`src/design/first_fit_heap_allocator_assert.svh`:
```
// Assertion macros for the first-fit heap allocator.
// They expand to nothing when SYNTH is defined.
`ifndef FIRST_FIT_HEAP_ALLOCATOR_ASSERT_SVH
`define FIRST_FIT_HEAP_ALLOCATOR_ASSERT_SVH
`ifndef SYNTH
`define FFHA_ASSERT(lbl, clk, rst, prop, msg) \
   lbl: assert property (@(posedge clk) disable iff (rst) (prop)) else $error(msg);
`define FFHA_ASSERT_NEXT(lbl, clk, rst, cond, expr, msg) \
   lbl: assert property (@(posedge clk) disable iff (rst) (cond) |=> (expr)) else $error(msg);
`else
`define FFHA_ASSERT(lbl, clk, rst, prop, msg)
`define FFHA_ASSERT_NEXT(lbl, clk, rst, cond, expr, msg)
`endif
`endif

```
`src/design/ffha_pkg.sv`:
```
// ----------------------------------------------------------------------------
// ffha_pkg
// Types and constants shared by the first-fit heap allocator modules.
// ----------------------------------------------------------------------------
package ffha_pkg;

   localparam int HEAP_BYTES   = 65536;
   localparam int HEADER_BYTES = 32;
   localparam int MAX_SEGMENTS = 16;

   localparam int ADDR_W = 16;
   localparam int SIZE_W = 17;
   localparam int NEED_W = SIZE_W + 1;
   localparam int CNT_W  = 32;
   localparam int STS_W  = 3;

   localparam logic [STS_W-1:0] STS_OK          = 3'd0;
   localparam logic [STS_W-1:0] STS_NOOP        = 3'd1;
   localparam logic [STS_W-1:0] STS_TOO_LARGE   = 3'd2;
   localparam logic [STS_W-1:0] STS_NO_MEMORY   = 3'd3;
   localparam logic [STS_W-1:0] STS_BAD_RELEASE = 3'd4;
   localparam logic [STS_W-1:0] STS_FULL        = 3'd5;
   localparam logic [STS_W-1:0] STS_HALTED      = 3'd6;

   localparam logic OP_ALLOCATE = 1'b0;

   typedef enum logic [1:0] {
      ST_IDLE,
      ST_SCAN,
      ST_COMMIT
   } state_type;

   typedef enum logic [2:0] {
      CMD_HOLD,
      CMD_SCAN,
      CMD_SPLIT,
      CMD_REMOVE,
      CMD_INSERT
   } cmd_type;

   typedef struct packed {
      logic              valid;
      logic [ADDR_W-1:0] base;
      logic [SIZE_W-1:0] bytes;
   } seg_type;

   typedef struct packed {
      logic              found;
      logic              split;
      logic [ADDR_W-1:0] base;
      logic [SIZE_W-1:0] bytes;
   } scan_type;

endpackage

```
`src/design/ffha_seg_cell.sv`:
```
// ----------------------------------------------------------------------------
// ffha_seg_cell
// One free-list entry. Checks its own fit, passes the first-fit scan on, and
// splits, shifts or takes a neighbour's entry on command.
// ----------------------------------------------------------------------------
module ffha_seg_cell #(
   parameter bit IS_HEAD = 1'b0
) (
   input  logic                              clock,
   input  logic                              reset,
   input  ffha_pkg::cmd_type                 cmd,
   input  logic [ffha_pkg::SIZE_W-1:0]       need,
   input  ffha_pkg::seg_type                 left_seg,
   input  ffha_pkg::seg_type                 right_seg,
   input  ffha_pkg::scan_type                scan_in,
   output ffha_pkg::scan_type                scan_out,
   output ffha_pkg::seg_type                 seg
);
   import ffha_pkg::*;

   seg_type           seg_ff, seg_in;
   logic              hit_ff, hit_in;
   logic              after_ff, after_in;
   logic              fit, roomy, first;
   logic [NEED_W-1:0] limit;

   always_comb begin
      limit = {1'b0, need} + NEED_W'(HEADER_BYTES);
      fit   = seg_ff.valid && (seg_ff.bytes >= need);
      roomy = {1'b0, seg_ff.bytes} > limit;
      first = fit && !scan_in.found;
      scan_out       = scan_in;
      scan_out.found = scan_in.found | fit;
      if (first) begin
         scan_out.split = roomy;
         scan_out.base  = seg_ff.base;
         scan_out.bytes = seg_ff.bytes;
      end
   end

   always_comb begin
      seg_in   = seg_ff;
      hit_in   = hit_ff;
      after_in = after_ff;
      unique case (cmd)
         CMD_SCAN: begin
            hit_in   = first;
            after_in = scan_out.found;
         end
         CMD_SPLIT: begin
            if (hit_ff) begin
               seg_in.base  = seg_ff.base + need[ADDR_W-1:0];
               seg_in.bytes = seg_ff.bytes - need;
            end
         end
         // Cells from the hit onwards close the gap.
         CMD_REMOVE: begin
            if (after_ff) seg_in = right_seg;
         end
         CMD_INSERT: seg_in = left_seg;
         default: ;
      endcase
   end

   always_ff @(posedge clock) begin
      if (reset) begin
         seg_ff.valid <= IS_HEAD;
         seg_ff.base  <= '0;
         seg_ff.bytes <= SIZE_W'(HEAP_BYTES);
         hit_ff       <= 1'b0;
         after_ff     <= 1'b0;
      end else begin
         seg_ff   <= seg_in;
         hit_ff   <= hit_in;
         after_ff <= after_in;
      end
   end

   assign seg = seg_ff;

endmodule

```
`src/design/first_fit_heap_allocator.sv`:
```
// ----------------------------------------------------------------------------
// first_fit_heap_allocator
// First-fit allocator over a byte heap with an ordered free list held in a
// row of segment cells and a table of live blocks.
// ----------------------------------------------------------------------------
// Each request is first accepted; then every segment cell compares its size
// at once and the first fit ripples along the row; then the split, removal
// or front insertion is committed and the result registered. A new request
// is taken only once the previous one has been committed; the commit waits
// while an earlier result is still held on the result port.
module first_fit_heap_allocator #(
   parameter int MAX_SEGMENTS = ffha_pkg::MAX_SEGMENTS
) (
   input  logic                              clock,
   input  logic                              reset,
   input  logic                              req_valid,
   output logic                              req_stall,
   input  logic                              req_operation,
   input  logic [ffha_pkg::SIZE_W-1:0]       req_request_size,
   input  logic [ffha_pkg::ADDR_W-1:0]       req_address,
   output logic                              rsp_valid,
   input  logic                              rsp_stall,
   output logic [ffha_pkg::STS_W-1:0]        rsp_status,
   output logic [ffha_pkg::ADDR_W-1:0]       rsp_payload_address,
   output logic [ffha_pkg::SIZE_W-1:0]       rsp_bytes_in_use,
   output logic [ffha_pkg::SIZE_W-1:0]       rsp_peak_in_use,
   output logic [ffha_pkg::CNT_W-1:0]        rsp_allocations,
   output logic [ffha_pkg::CNT_W-1:0]        rsp_releases
);
   import ffha_pkg::*;
`include "first_fit_heap_allocator_assert.svh"

   localparam int IW = $clog2(MAX_SEGMENTS);
   localparam int CW = $clog2(MAX_SEGMENTS + 1);

   state_type state_ff, state_in;
   cmd_type   cell_cmd, commit_cmd;

   logic              op_ff;
   logic [SIZE_W-1:0] size_ff;
   logic [ADDR_W-1:0] addr_ff;
   logic [NEED_W-1:0] need_wide;
   logic [SIZE_W-1:0] need;

   seg_type  segs  [MAX_SEGMENTS];
   scan_type chain [MAX_SEGMENTS+1];
   seg_type  new_seg;
   logic [MAX_SEGMENTS-1:0] seg_valids;

   logic              found_ff, split_ff;
   logic [ADDR_W-1:0] hit_base_ff;
   logic [SIZE_W-1:0] hit_bytes_ff;

   logic [MAX_SEGMENTS-1:0] blk_valid_ff;
   logic [ADDR_W-1:0]       blk_base  [MAX_SEGMENTS];
   logic [SIZE_W-1:0]       blk_bytes [MAX_SEGMENTS];
   logic [SIZE_W-1:0]       blk_req   [MAX_SEGMENTS];
   logic [IW-1:0] free_slot, match_slot, free_slot_ff, match_slot_ff;
   logic          free_any, match_any, free_any_ff, match_any_ff;

   logic [CW-1:0]     count_ff;
   logic [SIZE_W-1:0] used_ff, peak_ff, used_add;
   logic [CNT_W-1:0]  allocs_ff, releases_ff;
   logic              halted_ff;

   logic              rsp_valid_ff;
   logic [STS_W-1:0]  rsp_status_ff, sts_c;
   logic [ADDR_W-1:0] rsp_payload_ff;

   logic commit_fire, alloc_ok, rel_ok, set_halt;

   assign need_wide = {1'b0, size_ff} + NEED_W'(HEADER_BYTES);
   assign need      = need_wide[SIZE_W-1:0];
   assign new_seg   = '{valid: 1'b1, base: blk_base[match_slot_ff],
                        bytes: blk_bytes[match_slot_ff]};
   assign chain[0]  = '0;

   for (genvar g = 0; g < MAX_SEGMENTS; g++) begin : g_cell
      seg_type left_seg, right_seg;
      if (g == 0) begin : g_head
         assign left_seg = new_seg;
      end else begin : g_body
         assign left_seg = segs[g-1];
      end
      if (g == MAX_SEGMENTS - 1) begin : g_tail
         assign right_seg = '0;
      end else begin : g_inner
         assign right_seg = segs[g+1];
      end
      ffha_seg_cell #(.IS_HEAD(g == 0)) u_cell (
         .clock     (clock),
         .reset     (reset),
         .cmd       (cell_cmd),
         .need      (need),
         .left_seg  (left_seg),
         .right_seg (right_seg),
         .scan_in   (chain[g]),
         .scan_out  (chain[g+1]),
         .seg       (segs[g])
      );
      assign seg_valids[g] = segs[g].valid;
   end

   // Block table lookups: lowest free slot and the block owning the address.
   always_comb begin
      free_slot  = '0;
      match_slot = '0;
      free_any   = 1'b0;
      match_any  = 1'b0;
      for (int i = MAX_SEGMENTS - 1; i >= 0; i--) begin
         if (!blk_valid_ff[i]) begin
            free_slot = IW'(i);
            free_any  = 1'b1;
         end
         if (blk_valid_ff[i] &&
             ({1'b0, blk_base[i]} + SIZE_W'(HEADER_BYTES)) == {1'b0, addr_ff}) begin
            match_slot = IW'(i);
            match_any  = 1'b1;
         end
      end
   end

   always_comb begin
      sts_c      = STS_NOOP;
      alloc_ok   = 1'b0;
      rel_ok     = 1'b0;
      set_halt   = 1'b0;
      commit_cmd = CMD_HOLD;
      if (halted_ff) begin
         sts_c = STS_HALTED;
      end else if (op_ff == OP_ALLOCATE) begin
         if (size_ff == '0) begin
            sts_c = STS_NOOP;
         end else if (need_wide > NEED_W'(HEAP_BYTES)) begin
            sts_c = STS_TOO_LARGE;
         end else if (!free_any_ff) begin
            sts_c = STS_FULL;
         end else if (!found_ff) begin
            sts_c = STS_NO_MEMORY;
         end else begin
            sts_c      = STS_OK;
            alloc_ok   = 1'b1;
            commit_cmd = split_ff ? CMD_SPLIT : CMD_REMOVE;
         end
      end else begin
         if (addr_ff == '0) begin
            sts_c = STS_NOOP;
         end else if (!match_any_ff) begin
            sts_c    = STS_BAD_RELEASE;
            set_halt = 1'b1;
         end else if (count_ff >= CW'(MAX_SEGMENTS)) begin
            sts_c = STS_FULL;
         end else begin
            sts_c      = STS_OK;
            rel_ok     = 1'b1;
            commit_cmd = CMD_INSERT;
         end
      end
   end

   // Next state.
   always_comb begin
      state_in = state_ff;
      unique case (state_ff)
         ST_IDLE:   if (req_valid) state_in = ST_SCAN;
         ST_SCAN:   state_in = ST_COMMIT;
         ST_COMMIT: if (!rsp_valid_ff || !rsp_stall) state_in = ST_IDLE;
         default:   state_in = ST_IDLE;
      endcase
   end

   // Outputs of the state machine.
   always_comb begin
      req_stall   = 1'b1;
      commit_fire = 1'b0;
      cell_cmd    = CMD_HOLD;
      unique case (state_ff)
         ST_IDLE: req_stall = 1'b0;
         ST_SCAN: cell_cmd  = CMD_SCAN;
         ST_COMMIT: begin
            commit_fire = !rsp_valid_ff || !rsp_stall;
            if (commit_fire) cell_cmd = commit_cmd;
         end
         default: ;
      endcase
   end

   assign used_add = used_ff + size_ff;

   always_ff @(posedge clock) begin
      if (reset) begin
         state_ff     <= ST_IDLE;
         rsp_valid_ff <= 1'b0;
         blk_valid_ff <= '0;
         count_ff     <= CW'(1);
         used_ff      <= '0;
         peak_ff      <= '0;
         allocs_ff    <= '0;
         releases_ff  <= '0;
         halted_ff    <= 1'b0;
      end else begin
         state_ff <= state_in;
         if (commit_fire) begin
            rsp_valid_ff <= 1'b1;
         end else if (!rsp_stall) begin
            rsp_valid_ff <= 1'b0;
         end
         if (commit_fire && alloc_ok) begin
            blk_valid_ff[free_slot_ff] <= 1'b1;
            used_ff   <= used_add;
            allocs_ff <= allocs_ff + CNT_W'(1);
            if (used_add > peak_ff) peak_ff <= used_add;
            if (!split_ff) count_ff <= count_ff - CW'(1);
         end
         if (commit_fire && rel_ok) begin
            blk_valid_ff[match_slot_ff] <= 1'b0;
            used_ff <= (used_ff >= blk_req[match_slot_ff]) ?
                       used_ff - blk_req[match_slot_ff] : '0;
            releases_ff <= releases_ff + CNT_W'(1);
            count_ff    <= count_ff + CW'(1);
         end
         if (commit_fire && set_halt) halted_ff <= 1'b1;
      end
   end

   always_ff @(posedge clock) begin
      if (state_ff == ST_IDLE && req_valid) begin
         op_ff   <= req_operation;
         size_ff <= req_request_size;
         addr_ff <= req_address;
      end
      if (state_ff == ST_SCAN) begin
         found_ff      <= chain[MAX_SEGMENTS].found;
         split_ff      <= chain[MAX_SEGMENTS].split;
         hit_base_ff   <= chain[MAX_SEGMENTS].base;
         hit_bytes_ff  <= chain[MAX_SEGMENTS].bytes;
         free_slot_ff  <= free_slot;
         free_any_ff   <= free_any;
         match_slot_ff <= match_slot;
         match_any_ff  <= match_any;
      end
      if (commit_fire && alloc_ok) begin
         blk_base[free_slot_ff]  <= hit_base_ff;
         blk_bytes[free_slot_ff] <= split_ff ? need : hit_bytes_ff;
         blk_req[free_slot_ff]   <= size_ff;
      end
      if (commit_fire) begin
         rsp_status_ff  <= sts_c;
         rsp_payload_ff <= alloc_ok ? hit_base_ff + ADDR_W'(HEADER_BYTES) : '0;
      end
   end

   // The counters only move at a commit, which waits for the result port,
   // so they still show the values that belong to the pending result.
   assign rsp_valid           = rsp_valid_ff;
   assign rsp_status          = rsp_status_ff;
   assign rsp_payload_address = rsp_payload_ff;
   assign rsp_bytes_in_use    = used_ff;
   assign rsp_peak_in_use     = peak_ff;
   assign rsp_allocations     = allocs_ff;
   assign rsp_releases        = releases_ff;

   `FFHA_ASSERT(a_count_matches_cells, clock, reset,
      $countones(seg_valids) == 32'(count_ff), "free list count disagrees with cells")
   `FFHA_ASSERT(a_payload_zero, clock, reset,
      !(rsp_valid_ff && rsp_status_ff != STS_OK) || rsp_payload_ff == '0,
      "payload address set on a failed request")
   `FFHA_ASSERT_NEXT(a_halted_answer, clock, reset, commit_fire && halted_ff,
      rsp_valid_ff && rsp_status_ff == STS_HALTED, "halted block gave another status")
   `FFHA_ASSERT_NEXT(a_accept_scans, clock, reset, req_valid && !req_stall,
      state_ff == ST_SCAN, "accepted transfer did not start a scan")

endmodule
```
`config.mk`:
```
export PLATFORM = sky130hd
export DESIGN_NAME = first_fit_heap_allocator
export DESIGN_NICKNAME = d
export VERILOG_FILES = /design/src/design/ffha_pkg.sv /design/src/design/ffha_seg_cell.sv /design/src/design/first_fit_heap_allocator.sv
export VERILOG_INCLUDE_DIRS = /design/src /design/src/design
export SDC_FILE = /design/constraint.sdc
export NUM_CORES = 2
export LEC_CHECK = 0
export BUFFER_PORTS_ARGS = -buffer_cell sky130_fd_sc_hd__buf_2
export CAP_MARGIN = 20
export CORE_MARGIN = 8
export CORE_UTILIZATION = 45
export DETAILED_ROUTE_END_ITERATION = 6
export PLACE_DENSITY = 0.61
export SLEW_MARGIN = 20
export SYNTH_ARGS = -nofsm -noshare
export SYNTH_HDL_FRONTEND = slang
export SYNTH_SLANG_ARGS = --single-unit
```
`constraint.sdc`:
```
create_clock -name clock -period 9.2 [get_ports clock]
set_clock_uncertainty 0.15 [all_clocks]
set_input_delay 0.46 -clock clock [delete_from_list [all_inputs] [get_ports clock]]
set_output_delay 0.46 -clock clock [all_outputs]
set_load 0.02 [all_outputs]
```
==> impl_metrics.csv <==
group,metric,value,unit
routing,vias,92600,
floorplan,die_h,497,um
power,power_leakage,41.9,nW
routing,drt_first_iter_violations,12000,
global_route,groute.usage.overall,32.7,%
clock_tree,cts_htree_levels,4,
routing,post_drt_wl_per_cell,30.8,um
floorplan,ios,157,
clock_tree,cts.sinks,1596,
routing,wl,425,mm
placed_design,portBuffers,156,
power,powerDensity,173,mW/mm2
global_route,grt_pass1_wl,612,mm
placed_design,place.gp.congestion,1.04,
clock_tree,cts_made_buffers,182,
logic_synthesis,yosysUniqueCellTypes,109,
floorplan,die_w,497,um
layout,nets,11400,
clock_tree,ctsResizeCount,0,
routing,dr.pass1.iters,7,
global_route,grt_max_degree,177,
outcome,violations,"DRC",
worst_setup_path,cp_slowest_cell,"edfxtp_1",
clock_tree,clock_latency,0.89,ns
global_route,antenna_found_initial,15,
routing,vias_per_cell,6.72,
outcome,outcome,"finished, violations left",
job,max-cap-violations,0,
floorplan,core_region_area,0.230,mm2
sta,timing.final.crit_period,8.09,ns
layout,regArea,0.0409,mm2
logic_synthesis,syn_avg_cell_area,9.82,um2
logic_synthesis,synth_area,0.104,mm2
sta,fin_crit_sh,88.0,%
logic_synthesis,seq_area_frac_synth,39.4,%
sta,slew_violations,0,
layout,fin_util,50.1,%
sta,rsz0062_at_grt,"false",
sta,hold_violations,0,
sta,setup_violations,0,
logic_synthesis,synth_edf_count,898,
placed_design,dp_hpwl,297,mm
worst_setup_path,cp_num_buf_inv,2,
worst_setup_path,path_max_fanout,27,
layout,drive_above_1_share,10.2,%
logic_synthesis,ys_warn_count,0,
worst_setup_path,max_stage_delay,0.95,ns
sta,setup_tns,0,ns
sta,fmax,124,MHz
floorplan,start_util,45.3,%
sta,slew_headroom,17.7,%
clock_tree,cts_root_buf,"clkbuf_16",
worst_setup_path,crit_family,"simple AND/OR/NAND/NOR gates",
worst_setup_path,critPathKind,"reg2reg",
layout,area_growth,10.7,%
global_route,overflow,0,
floorplan,dieArea,0.247,mm2
clock_tree,clk_path_buf_depth,3,
routing,drc_errors,7,
clock_tree,path_clk_slew,0.07,ns
logic_synthesis,synth_nets,11400,
worst_setup_path,path_cells,"nand3_2 -> nor3_1 -> nor2_4 -> buf_4 -> ha_1 -> o21ai_0 -> o21ai_0 -> a221o_1 -> a31o_2 -> a31o_2 -> a21oi_1 -> nand4_2 -> nor2_8 -> and3_1 -> and3_1 -> buf_4 -> a222oi_1 -> a22o_1",
global_route,grt_pass1_vias,87200,
sta,tightest_slew,1.23,ns
worst_setup_path,startpoint_type,"flop",
hold_path,hp-class,"in2reg",
logic_synthesis,syn_inst,10600,
logic_synthesis,ys.flop_type,"edfxtp_1",
clock_tree,cts_tree,"yes",
worst_setup_path,crit_required,9.66,ns
worst_setup_path,crit_arrival,8.55,ns
layout,nFillCells,20800,
layout,multiInputGateArea,0.0600,mm2
sta,hold_ws,0.132,ns
worst_setup_path,cp-end-kind,"flop",
logic_synthesis,ys_ff_latch,1596,
power,peakVddDrop,235,uV
logic_synthesis,synthArstFlopShare,0,%
routing,ant_nets,0,
floorplan,std_cell_rows,176,
==> logic make-up after synthesis <==
kind of cell	share of synthesized area [%]
buffers and inverters	3.49
AO/OA/AOI/OAI	20.2
adder cells (fa/ha/maj)	10.1
AND/OR/NAND/NOR	13.8
XOR/XNOR	7.15
flip-flops	39.4
multiplexers	5.93
==> final cells by class <==
class / count / share of cell area (%)
repair buffers: 431 / 2.70
clock buffers: 231 / 4.25
flip-flops and latches: 1596 / 35.5
diodes: 13 / 0.0282
well taps: 3026 / 3.29
multi-input cells: 8081 / 52.1
clock inverters: 104 / 1.20
inverters: 288 / 0.938
==> through the flow <==
stage          instance area (um2)  cells  worst slack, ns  total power, W
2_1_floorplan               104000  10600             1.49          0.0107
3_3_place_gp                108000  13400             1.70          0.0121
3_5_place_dp                108000  13400             1.64          0.0122
4_1_cts                     115000  13800             1.56          0.0199
5_1_grt                     115000  13800             1.15          0.0205
6_report                    115000  13800             1.11          0.0199
==> flip-flops by register name, indices dropped and copies added, names as in the netlist, 32 cells and up <==
signal / flops
blk_req: 272
rsp_releases: 32
rsp_allocations: 32
g_cell.u_cell.seg: 544
blk_base: 256
blk_bytes: 272
==> power breakdown <==
part | internal (W) | switching [W] | leakage, nW | total, W
combinational | 0.00149 | 0.00269 | 25.1 | 0.00419
sequential | 0.00777 | 0.000228 | 13.7 | 0.00800
clock | 0.00440 | 0.00333 | 3.00 | 0.00773
total | 0.0137 | 0.00625 | 41.9 | 0.0199
==> cells in the final DEF (no fill, tap or decap), types with 66 or more instances in the layout <==
cell,n
nor2_1,1289
edfxtp_1,898
ha_1,747
dfxtp_1,698
nand2_1,625
xnor2_1,523
a21oi_1,494
o21ai_0,459
a211oi_1,427
a221oi_1,397
xor2_1,300
inv_1,280
mux4_2,250
nand3_1,249
nor3_1,229
buf_4,224
clkbuf_16,186
a22oi_1,182
a21o_1,156
buf_2,155
nand4_1,132
nor2b_1,121
o211ai_1,108
a31oi_1,107
a311oi_1,105
and3_1,104
o21a_1,79
o21bai_1,70
nand2b_1,66
==> synth_stat cells, types with 107 or more instances <==
master	number	share of area, %
nor2_1	1307	4.7
edfxtp_1	898	26
ha_1	748	9.0
dfxtp_1	698	13
nand2_1	628	2.3
xnor2_1	539	4.5
a21oi_1	502	2.4
o21ai_0	461	2.2
clkbuf_1	450	1.6
a211oi_1	428	3.1
a221oi_1	397	3.3
xor2_1	303	2.6
inv_1	286	1.0
mux4_2	250	5.4
nand3_1	250	1.2
nor3_1	237	1.1
a22oi_1	182	1.3
a21o_1	170	1.2
nand4_1	132	0.79
nor2b_1	122	0.73
o211ai_1	108	0.78
a31oi_1	107	0.64
==> worst reg2reg max path: cells and delay by family, from the launching register on <==
family / cells / cell delay, ns
AOI/OAI and AO/OA: 8 / 2.19
DFF: 1 / 0.95
buffers and inverters: 2 / 0.77
and+or+nand+nor: 7 / 3.36
adders and majority gates: 1 / 0.40
==> metal layers <==
| layer | up-vias | track usage, % | part of all wire, % |
|---|---|---|---|
| met2 | 5437 | 48.8 | 42 |
| met1 | 45600 | 44.9 | 40 |
| met5 | - | 0 | 0.0031 |
| met3 | 1104 | 6.91 | 11 |
| li1 | 40500 | - | - |
| met4 | 2 | 16.6 | 6.0 |
==> path summary, 6_finish.rpt <==
check	from	end	cells past startpoint	slack (ns)
worst max-delay path	size_ff[7]	hit_base_ff[1]	18	1.11
worst min register to register	g_cell[7].u_cell.hit_ff	g_cell[7].u_cell.hit_ff	2	0.31
worst min-delay path	req_address[11]	addr_ff[11]	2	0.13
worst max register to register	size_ff[7]	hit_base_ff[1]	18	1.11
==> what timing repair did <==
item | in CTS | in global routing
hold buffers | 37 | 0
setup buffers | 0 | 0
endpoints found under the hold margin | 107 | 0
endpoints found under the setup margin | 0 | 0
Note: power is estimated with default switching activity, not from simulation.
